<file path="src/rtl/blmdh_pkg.sv">
// ----------------------------------------------------------------------------
// blmdh_pkg: shared definitions for the double-hashing Bloom filter
// Register indexes, request codes, port widths and parameter defaults.
// ----------------------------------------------------------------------------
`default_nettype none

package blmdh_pkg;

  // Parameter defaults for the top level.
  localparam int DEF_MAX_BITS   = 65536;
  localparam int DEF_MAX_PROBES = 16;

  // Field and register widths.
  localparam int HASH_W        = 64;
  localparam int HALF_W        = 32;
  localparam int DIVIDEND_W    = 31;
  localparam int FILTER_BITS_W = 17;
  localparam int PROBE_COUNT_W = 5;
  localparam int CFG_IDX_W     = 8;
  localparam int CFG_DATA_W    = 17;

  // Register reset values.
  localparam logic [FILTER_BITS_W-1:0] FILTER_BITS_RST = 17'd65536;
  localparam logic [PROBE_COUNT_W-1:0] PROBE_COUNT_RST = 5'd3;

  // Smallest bit count in use.
  localparam int MIN_BITS = 8;

  // Configuration register indexes.
  localparam logic [CFG_IDX_W-1:0] REG_FILTER_BITS = 8'd0;
  localparam logic [CFG_IDX_W-1:0] REG_PROBE_COUNT = 8'd1;

  // Request codes.
  localparam logic REQ_ADD  = 1'b0;
  localparam logic REQ_TEST = 1'b1;

endpackage : blmdh_pkg

`default_nettype wire

</file>
<file path="src/rtl/blmdh_mod_unit.sv">
// ----------------------------------------------------------------------------
// blmdh_mod_unit: iterative remainder unit
// Restoring division, one dividend bit per cycle; only the remainder is kept.
// ----------------------------------------------------------------------------
`default_nettype none

module blmdh_mod_unit #(
  parameter int DIV_W = 17,
  parameter int REM_W = 16
) (
  input  wire logic                            clk,
  input  wire logic                            rst_n,
  input  wire logic                            start,
  input  wire logic [blmdh_pkg::DIVIDEND_W-1:0] dividend,
  input  wire logic [DIV_W-1:0]                divisor,
  output logic                                 done,
  output logic [REM_W-1:0]                     remainder
);
  import blmdh_pkg::*;

  localparam int CNT_W = $clog2(DIVIDEND_W);
  localparam logic [CNT_W-1:0] LAST = CNT_W'(DIVIDEND_W - 1);

  logic                  busy_r;
  logic                  done_r;
  logic [CNT_W-1:0]      cnt_r;
  logic [DIVIDEND_W-1:0] dvd_r;
  logic [REM_W-1:0]      rem_r;
  logic [DIV_W-1:0]      div_r;

  logic [REM_W:0]   trial;
  logic [REM_W:0]   div_ext;
  logic [REM_W:0]   diff;
  logic [REM_W-1:0] rem_nxt;

  always_comb begin
    trial   = {rem_r, dvd_r[DIVIDEND_W-1]};
    div_ext = (REM_W+1)'(div_r);
    diff    = trial - div_ext;
    if (trial >= div_ext) begin
      rem_nxt = diff[REM_W-1:0];
    end else begin
      rem_nxt = trial[REM_W-1:0];
    end
  end

  always_ff @(posedge clk) begin
    if (!rst_n) begin
      busy_r <= 1'b0;
      done_r <= 1'b0;
    end else begin
      done_r <= busy_r && (cnt_r == LAST);
      if (start) begin
        busy_r <= 1'b1;
      end else if (busy_r && (cnt_r == LAST)) begin
        busy_r <= 1'b0;
      end
    end
  end

  always_ff @(posedge clk) begin
    if (start) begin
      dvd_r <= dividend;
      rem_r <= '0;
      cnt_r <= '0;
      div_r <= divisor;
    end else if (busy_r) begin
      dvd_r <= {dvd_r[DIVIDEND_W-2:0], 1'b0};
      rem_r <= rem_nxt;
      cnt_r <= cnt_r + CNT_W'(1);
    end
  end

  assign done      = done_r;
  assign remainder = rem_r;

endmodule : blmdh_mod_unit

`default_nettype wire

</file>
<file path="config.mk">
export PLATFORM = sky130hd
export DESIGN_NAME = blmdh_mod_unit
export DESIGN_NICKNAME = d
export VERILOG_FILES = /design/src/rtl/blmdh_pkg.sv /design/src/rtl/blmdh_mod_unit.sv
export SDC_FILE = /design/constraint.sdc
export NUM_CORES = 1
export LEC_CHECK = 0
export BUFFER_PORTS_ARGS = -buffer_cell sky130_fd_sc_hd__buf_2
export CORE_ASPECT_RATIO = 0.7
export CORE_MARGIN = 8
export CORE_UTILIZATION = 25
export CTS_CLUSTER_DIAMETER = 60
export DETAILED_ROUTE_END_ITERATION = 7
export PLACE_DENSITY = 0.43
export SLEW_MARGIN = 20
export SYNTH_ARGS = -nofsm -noshare
export SYNTH_HDL_FRONTEND = slang
export SYNTH_SLANG_ARGS = --single-unit
</file>
<file path="constraint.sdc">
create_clock -name clk -period 3.2 [get_ports clk]
set_clock_uncertainty 0.05 [all_clocks]
set_input_delay 0.48 -clock clk [delete_from_list [all_inputs] [get_ports clk]]
set_output_delay 0.48 -clock clk [all_outputs]
set_load 0.02 [all_outputs]
</file>
==> reports/results.tsv, run 1 <==
stage	metric	value	unit
status	run_status	completed	
logic_synthesis	synth-edff-count	48	
clocking	hold_bufs_inserted_after_cts	0	
logic_synthesis	ys_dominant_reg_cell	sky130_fd_sc_hd__edfxtp_1	
floorplanning	floorplan.die_area	18700	sq um
timing	hold_ws	0.275	ns
drt	remaining_drc_errors	0	
timing	max_freq	381	MHz
timing	finalCritPeriodShare	82.0	%
drt	avgViaCountPerCell	4.46	
logic_synthesis	post_synth_main_area_contributors	sky130_fd_sc_hd__edfxtp_1, sky130_fd_sc_hd__dfxtp_1, sky130_fd_sc_hd__mux2_2, sky130_fd_sc_hd__ha_1, sky130_fd_sc_hd__xor2_1	
floorplanning	placementRows	36	
clocking	cts_repair_resized_insts	0	
power_and_ir_drop	leakagePower	1.86	nW
cells_and_area	final_layout_size_suffix_gt1_share	32.6	%
logic_synthesis	yosys.cell_count.top_type	sky130_fd_sc_hd__edfxtp_1	
logic_synthesis	synth_commonest_cells	sky130_fd_sc_hd__edfxtp_1, sky130_fd_sc_hd__mux2_2, sky130_fd_sc_hd__dfxtp_1, sky130_fd_sc_hd__inv_1	
logic_synthesis	synthDistinctLibCells	47	
global_routing	overflow	0	
run	max_capacitance_violation_count	0	
timing	setup_violations	0	
logic_synthesis	asyncSetResetFlopFracSynth	0	%
setup_path	startpoint_type	flop	
floorplanning	top_level_ports	68	
timing	finalHoldViolCount	0	
global_routing	grt.total_usage	9.64	%
cells_and_area	layout.area.seq	1900	sq um
logic_synthesis	synth.ff_latch_count	71	
clocking	cts_root_buffer	sky130_fd_sc_hd__clkbuf_16	
cells_and_area	area.growth.synth_to_final	23.0	%
global_routing	grt_max_degree	45	
setup_path	worst_ep_arrival_time	2.83	ns
setup_path	critical_path_class	flop to flop	
floorplanning	core_area	14100	sq um
timing	rsz0062_at_grt	no	
power_and_ir_drop	ir_drop_worst_vdd	0.277	mV
timing	least_margin_pin_slew	0.671	ns
setup_path	critical_path_required	3.40	ns
logic_synthesis	seq_area_frac_synth	52.5	%
timing	max-slew-margin-rel	55.2	%
cells_and_area	nets	450	
timing	slew_viol_final	0	
drt	route.antenna.remaining_nets	0	
clocking	htree_num_levels	3	
logic_synthesis	synth.cell_area	3620	sq um
floorplanning	dieWidth	160	um
clocking	post-cts-setup-buffer-count	0	
clocking	clock_latency	0.33	ns
cells_and_area	multi_input_comb_area	1560	sq um
timing	period_needed	2.62	ns
min_path	hold_class	input pin to flop	
floorplanning	die_y	117	um
logic_synthesis	synth.top_cell.area_share	39.8	%
logic_synthesis	yosys_warnings	0	
clocking	ctsLongestPathBuffers	2	
placement	place.detailed.instances	558	
logic_synthesis	synth_area_leader_cell	sky130_fd_sc_hd__edfxtp_1	
global_routing	initial_antenna_violation_count	0	
power_and_ir_drop	pwr_density_cell	529	nW/um^2
timing	fin_setup_tns	0	ns
setup_path	setup.worst_path.end_class	flop	
drt	detail_route.iter0.violations	82	
clocking	numCtsBuffers	9	
drt	total_via_count_in_the_routed_design	2559	
clocking	cts_tree	yes	
setup_path	worst-r2r-setup-slack	0.58	ns
clocking	clkSinkCount	71	
floorplanning	start_util	25.8	%
drt	routed_wire_length_per_instance	15.3	um
global_routing	first_global_vias	2646	
logic_synthesis	synth.avg_cell_area	11.6	sq um
logic_synthesis	syn-instance-count	311	
clocking	clkTransAtPathRegs	0.06	ns
setup_path	crit_path_max_fanout	6	
placement	gp_congestion	0.782	
cells_and_area	instances_no_fill	574	
global_routing	grt_pass1_wl	14000	um
placement	portBuffers	67	
placement	hpwlAfterDp	6320	um
logic_synthesis	nets_in_the_synthesized_netlist	382	
cells_and_area	filler_cell_count_in_the_final_layout	1492	
drt	drt_pass1_iterations	4	
cells_and_area	insertedDiodeCount	0	
drt	total_wirelength	8760	um
## registers in the layout, summed over array words and instances (netlist names)
signal,count
done,1
div_ext,17
dvd_r,31
busy_r,1
remainder,16
cnt_r,5
## cells by family after synthesis
family / after synthesis / share of synthesized area, %
AO/OA/AOI/OAI: 62 / 12.3
adder cells (fa/ha/maj): 20 / 7.12
multiplexers: 32 / 9.88
AND/OR/NAND/NOR: 71 / 9.88
buffers and inverters: 39 / 4.49
flip-flops: 71 / 52.5
XOR/XNOR: 16 / 3.87
## worst paths after layout
check,startpoint,cells past startpoint,to
setup reg to reg,dvd_r[30]$_DFFE_PP_,10,remainder[14]$_SDFFE_PP0P_
hold / removal,divisor[2],1,div_ext[2]$_DFFE_PP_
hold reg to reg,cnt_r[4]$_SDFFE_PP0P_,2,done$_SDFF_PN0_
setup / recovery,dvd_r[30]$_DFFE_PP_,10,remainder[14]$_SDFFE_PP0P_
## area by class of cell
type,count,area share (%)
Multi-Input combinational cell,201,35.0
Clock buffer,10,5.14
Inverter,23,1.94
Clock inverter,6,1.38
Tap cell,190,5.34
Timing Repair Buffer,73,8.54
Sequential cell,71,42.7
## routing by layer
layer | global-route usage [%] | vias up | routed length, um
met5 | 0 | - | 0
met4 | 3.16 | 0 | 83
met3 | 3.52 | 7 | 618
met2 | 13.9 | 54 | 3660
met1 | 13.1 | 1215 | 4390
li1 | - | 1283 | -
## power breakdown
group / internal (mW) / total [mW] / leakage (nW) / switching (mW)
clock network: 0.601 / 0.985 / 0.144 / 0.384
registers: 1.06 / 1.09 / 0.666 / 0.0273
logic: 0.130 / 0.285 / 1.05 / 0.155
## worst max-delay path: stages, from the launching register on
cell and delay (ns):
sky130_fd_sc_hd__edfxtp_1 0.38, sky130_fd_sc_hd__inv_1 0.08, sky130_fd_sc_hd__ha_1 0.17, sky130_fd_sc_hd__inv_1 0.06, sky130_fd_sc_hd__fa_1 0.40, sky130_fd_sc_hd__a21o_1 0.22, sky130_fd_sc_hd__a221oi_2 0.49, sky130_fd_sc_hd__or3_1 0.21
sky130_fd_sc_hd__o21ai_0 0.07, sky130_fd_sc_hd__or3_1 0.32, sky130_fd_sc_hd__o21ai_1 0.11
## metrics by stage
| stage | power [mW] | setup slack (ns) | area (sq um) | utilization, % |
|---|---|---|---|---|
| 2_1_floorplan | 1.30 | 0.901 | 3620 | - |
| 3_3_place_gp | 1.39 | 0.688 | 4160 | 29.6 |
| 3_5_place_dp | 1.40 | 0.605 | 4160 | 29.6 |
| 4_1_cts | 2.41 | 0.579 | 4450 | 31.7 |
| 5_1_grt | 2.47 | 0.397 | 4450 | 31.7 |
| 6_report | 2.36 | 0.576 | 4450 | 31.7 |
## cell usage in the layout, fill, tap and decap left out, types with 3 or more instances in the layout
cell type / synthesis / final
sky130_fd_sc_hd__a21oi_1: 14 / 14
sky130_fd_sc_hd__buf_4: 0 / 6
sky130_fd_sc_hd__nor2_1: 13 / 13
sky130_fd_sc_hd__a31oi_1: 3 / 3
sky130_fd_sc_hd__nand2b_1: 3 / 3
sky130_fd_sc_hd__dfxtp_1: 23 / 23
sky130_fd_sc_hd__clkbuf_16: 0 / 9
sky130_fd_sc_hd__o21bai_1: 3 / 3
sky130_fd_sc_hd__inv_1: 23 / 23
sky130_fd_sc_hd__xor2_1: 10 / 10
sky130_fd_sc_hd__o21ai_0: 10 / 10
sky130_fd_sc_hd__edfxtp_1: 48 / 48
sky130_fd_sc_hd__xnor2_1: 6 / 6
sky130_fd_sc_hd__a21o_1: 4 / 4
sky130_fd_sc_hd__nand4_1: 7 / 7
sky130_fd_sc_hd__buf_2: 1 / 67
sky130_fd_sc_hd__a32oi_1: 7 / 7
sky130_fd_sc_hd__mux2_2: 30 / 30
sky130_fd_sc_hd__a211oi_1: 3 / 3
sky130_fd_sc_hd__ha_1: 19 / 19
sky130_fd_sc_hd__nand2_1: 19 / 19
sky130_fd_sc_hd__or3_1: 6 / 6
sky130_fd_sc_hd__nand3_1: 10 / 10
sky130_fd_sc_hd__o31ai_1: 5 / 5
No activity file was read; power rests on OpenSTA's default activity.
==> run 2: changes to the inputs <==
- PLACE_DENSITY: 0.43 -> 0.45
- clock period: 3.2 -> 2.1 ns (I/O delays scaled with it)
==> reports/results.tsv, run 2 (synthesis gave the netlist of run 1 again) <==
stage	metric	value	unit
power_and_ir_drop	ir_drop_worst_vdd	0.369	mV
clocking	cts_root_buffer	sky130_fd_sc_hd__clkbuf_16	
placement	gp_congestion	0.862	
placement	postPlaceCellArea	4640	sq um
power_and_ir_drop	sw_frac_of_total	23.3	%
setup_path	crit_path_max_fanout	5	
cells_and_area	instances_no_fill	632	
setup_path	crit_slowest_cell	sky130_fd_sc_hd__edfxtp_1	
min_path	worstHoldStart	divisor[9]	
cells_and_area	post-route-cell-area	5210	sq um
setup_path	worst_ep_arrival_time	2.59	ns
floorplanning	floorplan.die_area	18700	sq um
power_and_ir_drop	power.share.clock	44.1	%
floorplanning	die_y	117	um
status	failed_checks	setup timing	
cells_and_area	mostFrequentLayoutCell	sky130_fd_sc_hd__buf_2	
power_and_ir_drop	fin_total_pwr	4.00	mW
cells_and_area	reg_with_most_ffs	dvd_r	
drt	total_wirelength	9420	um
setup_path	reg2reg_depth	10	
floorplanning	top_level_ports	68	
clocking	clock_latency	0.33	ns
cells_and_area	area.growth.synth_to_final	43.8	%
global_routing	grt.total_usage	10.4	%
clocking	cts_tree	yes	
clocking	hold_bufs_inserted_after_cts	0	
power_and_ir_drop	internal_power	3.07	mW
placement	hpwlAfterDp	6790	um
cells_and_area	nets	507	
setup_path	crit_family	compound AO/OA/AOI/OAI gates	
floorplanning	dieWidth	160	um
timing	finalHoldViolCount	0	
timing	rsz0062_at_grt	yes	
drt	detail_route.iter0.violations	97	
setup_path	startpoint_type	flop	
floorplanning	start_util	25.8	%
clocking	clkSinkCount	71	
global_routing	first_global_vias	2929	
status	run_status	finished with violations	
placement	portBuffers	67	
power_and_ir_drop	seq_power_share	41.3	%
setup_path	setup.worst_path.end_class	flop	
cells_and_area	final_layout_size_suffix_gt1_share	49.0	%
timing	finalCritPeriodShare	112	%
min_path	holdPathStages	1	
timing	max_freq	424	MHz
setup_path	critical_path_required	2.33	ns
timing	finalWorstSetupSlack	-0.259	ns
min_path	min_delay_worst_endpoint	div_ext[9]$_DFFE_PP_	
power_and_ir_drop	p_switching	932	uW
cells_and_area	filler_cell_count_in_the_final_layout	1434	
drt	drt_pass1_iterations	4	
min_path	hold_class	input pin to flop	
clocking	numCtsBuffers	9	
power_and_ir_drop	leakagePower	2.21	nW
global_routing	initial_antenna_violation_count	0	
drt	total_via_count_in_the_routed_design	2798	
timing	least_margin_pin_slew	0.381	ns
floorplanning	core_area	14100	sq um
run	max_capacitance_violation_count	0	
timing	hold_ws	0.104	ns
global_routing	overflow	0	
clocking	ctsLongestPathBuffers	2	
global_routing	grt_max_degree	32	
timing	fin_setup_tns	-1.55	ns
drt	remaining_drc_errors	0	
floorplanning	placementRows	36	
drt	route.antenna.remaining_nets	0	
global_routing	grt_pass1_wl	15200	um
power_and_ir_drop	pwr_density_cell	769	nW/um^2
setup_path	regToRegStartpoint	dvd_r[30]$_DFFE_PP_	
timing	slew_viol_final	0	
cells_and_area	largest_register_ff_count	31	
setup_path	worst-path-buf-inv	3	
timing	period_needed	2.36	ns
clocking	htree_num_levels	3	
setup_path	critical_path_class	flop to flop	
timing	setup_violations	14	
setup_path	cp_cell_sequence	inv_1, ha_2, inv_2, fa_2, a21o_1, a221oi_4, buf_4, xnor2_2, or3_4, nand3_2	
clocking	clkTransAtPathRegs	0.06	ns
drt	routed_wire_length_per_instance	14.9	um
power_and_ir_drop	comb_power_share	14.6	%
setup_path	worstReg2RegEnd	remainder[6]$_SDFFE_PP0P_	
cells_and_area	most-common-layout-cells	sky130_fd_sc_hd__buf_2, sky130_fd_sc_hd__buf_4, sky130_fd_sc_hd__edfxtp_1	
timing	max-slew-margin-rel	74.6	%
drt	avgViaCountPerCell	4.43	
placement	place.detailed.instances	605	
setup_path	critical-path-max-stage-delay	0.39	ns
setup_path	worst-r2r-setup-slack	-0.26	ns
## run 2: metrics by stage
stage               worst slack [ns]  util, %
finish                        -0.259     37.1
global route                  -0.427     37.0
CTS                           -0.265     36.0
detailed placement            -0.286     33.0
global placement              -0.224     33.0
floorplan                     -0.101        -
## run 2: cell type report
cell class	instances	area, sq um	share of cell area, %
multi-input cells	203	1810	34.7
clock buffers	9	225	4.32
inverters	23	86.3	1.66
well taps	190	238	4.56
flip-flops and latches	71	1910	36.7
diodes	1	2.50	0.0480
repair buffers	128	818	15.7
clock inverters	7	120	2.31
## run 2: worst register-to-register path: cells and delay by family, from the launching register on
family | cells | cell delay [ns]
and+or+nand+nor | 2 | 0.47
buffers and inverters | 3 | 0.30
DFF | 1 | 0.39
adders and majority gates | 2 | 0.51
AOI/OAI and AO/OA | 2 | 0.53
xor gates and xnor gates | 1 | 0.06
## run 2: worst max path at each step
| stage | from | to | cells after the start | slack [ns] |
|---|---|---|---|---|
| finish | dvd_r[30]$_DFFE_PP_ | remainder[6]$_SDFFE_PP0P_ | 10 | -0.26 |
| global route | dvd_r[30]$_DFFE_PP_ | remainder[12]$_SDFFE_PP0P_ | 11 | -0.43 |
| CTS | dvd_r[30]$_DFFE_PP_ | remainder[14]$_SDFFE_PP0P_ | 10 | -0.26 |
| detailed placement | dvd_r[30]$_DFFE_PP_ | remainder[10]$_SDFFE_PP0P_ | 10 | -0.29 |
| global placement | dvd_r[30]$_DFFE_PP_ | remainder[14]$_SDFFE_PP0P_ | 9 | -0.22 |
| floorplan | dvd_r[30]$_DFFE_PP_ | remainder[14]$_SDFFE_PP0P_ | 10 | -0.10 |
## run 2: what timing repair did
| item | 4_1_cts | 5_1_grt |
|---|---|---|
| setup endpoints to repair | 16 | 16 |
| gates cloned | 2 | 0 |
| setup buffers | 0 | 8 |
| gates resized for setup | 13 | 18 |
| pin swaps | 7 | 12 |
| hold endpoints to repair | 0 | 0 |
## run 2: routing by layer
metal  vias up  global-route usage (%)  part of all wire, %
met2        61                    15.6                   43
li1       1410                       -                    -
met4         0                    3.16                  1.1
met1      1319                    14.0                   50
met3         8                    3.45                  5.8
met5         -                       0                    0
## run 2: power groups by stage
stage          clock network [mW]  registers [mW]  logic [mW]
4_1_cts                      1.82            1.66       0.569
5_1_grt                      1.87            1.67       0.648
3_5_place_dp                    0            1.68       0.551
6_report                     1.77            1.65       0.584
2_1_floorplan                   0            1.69       0.314
3_3_place_gp                    0            1.68       0.550
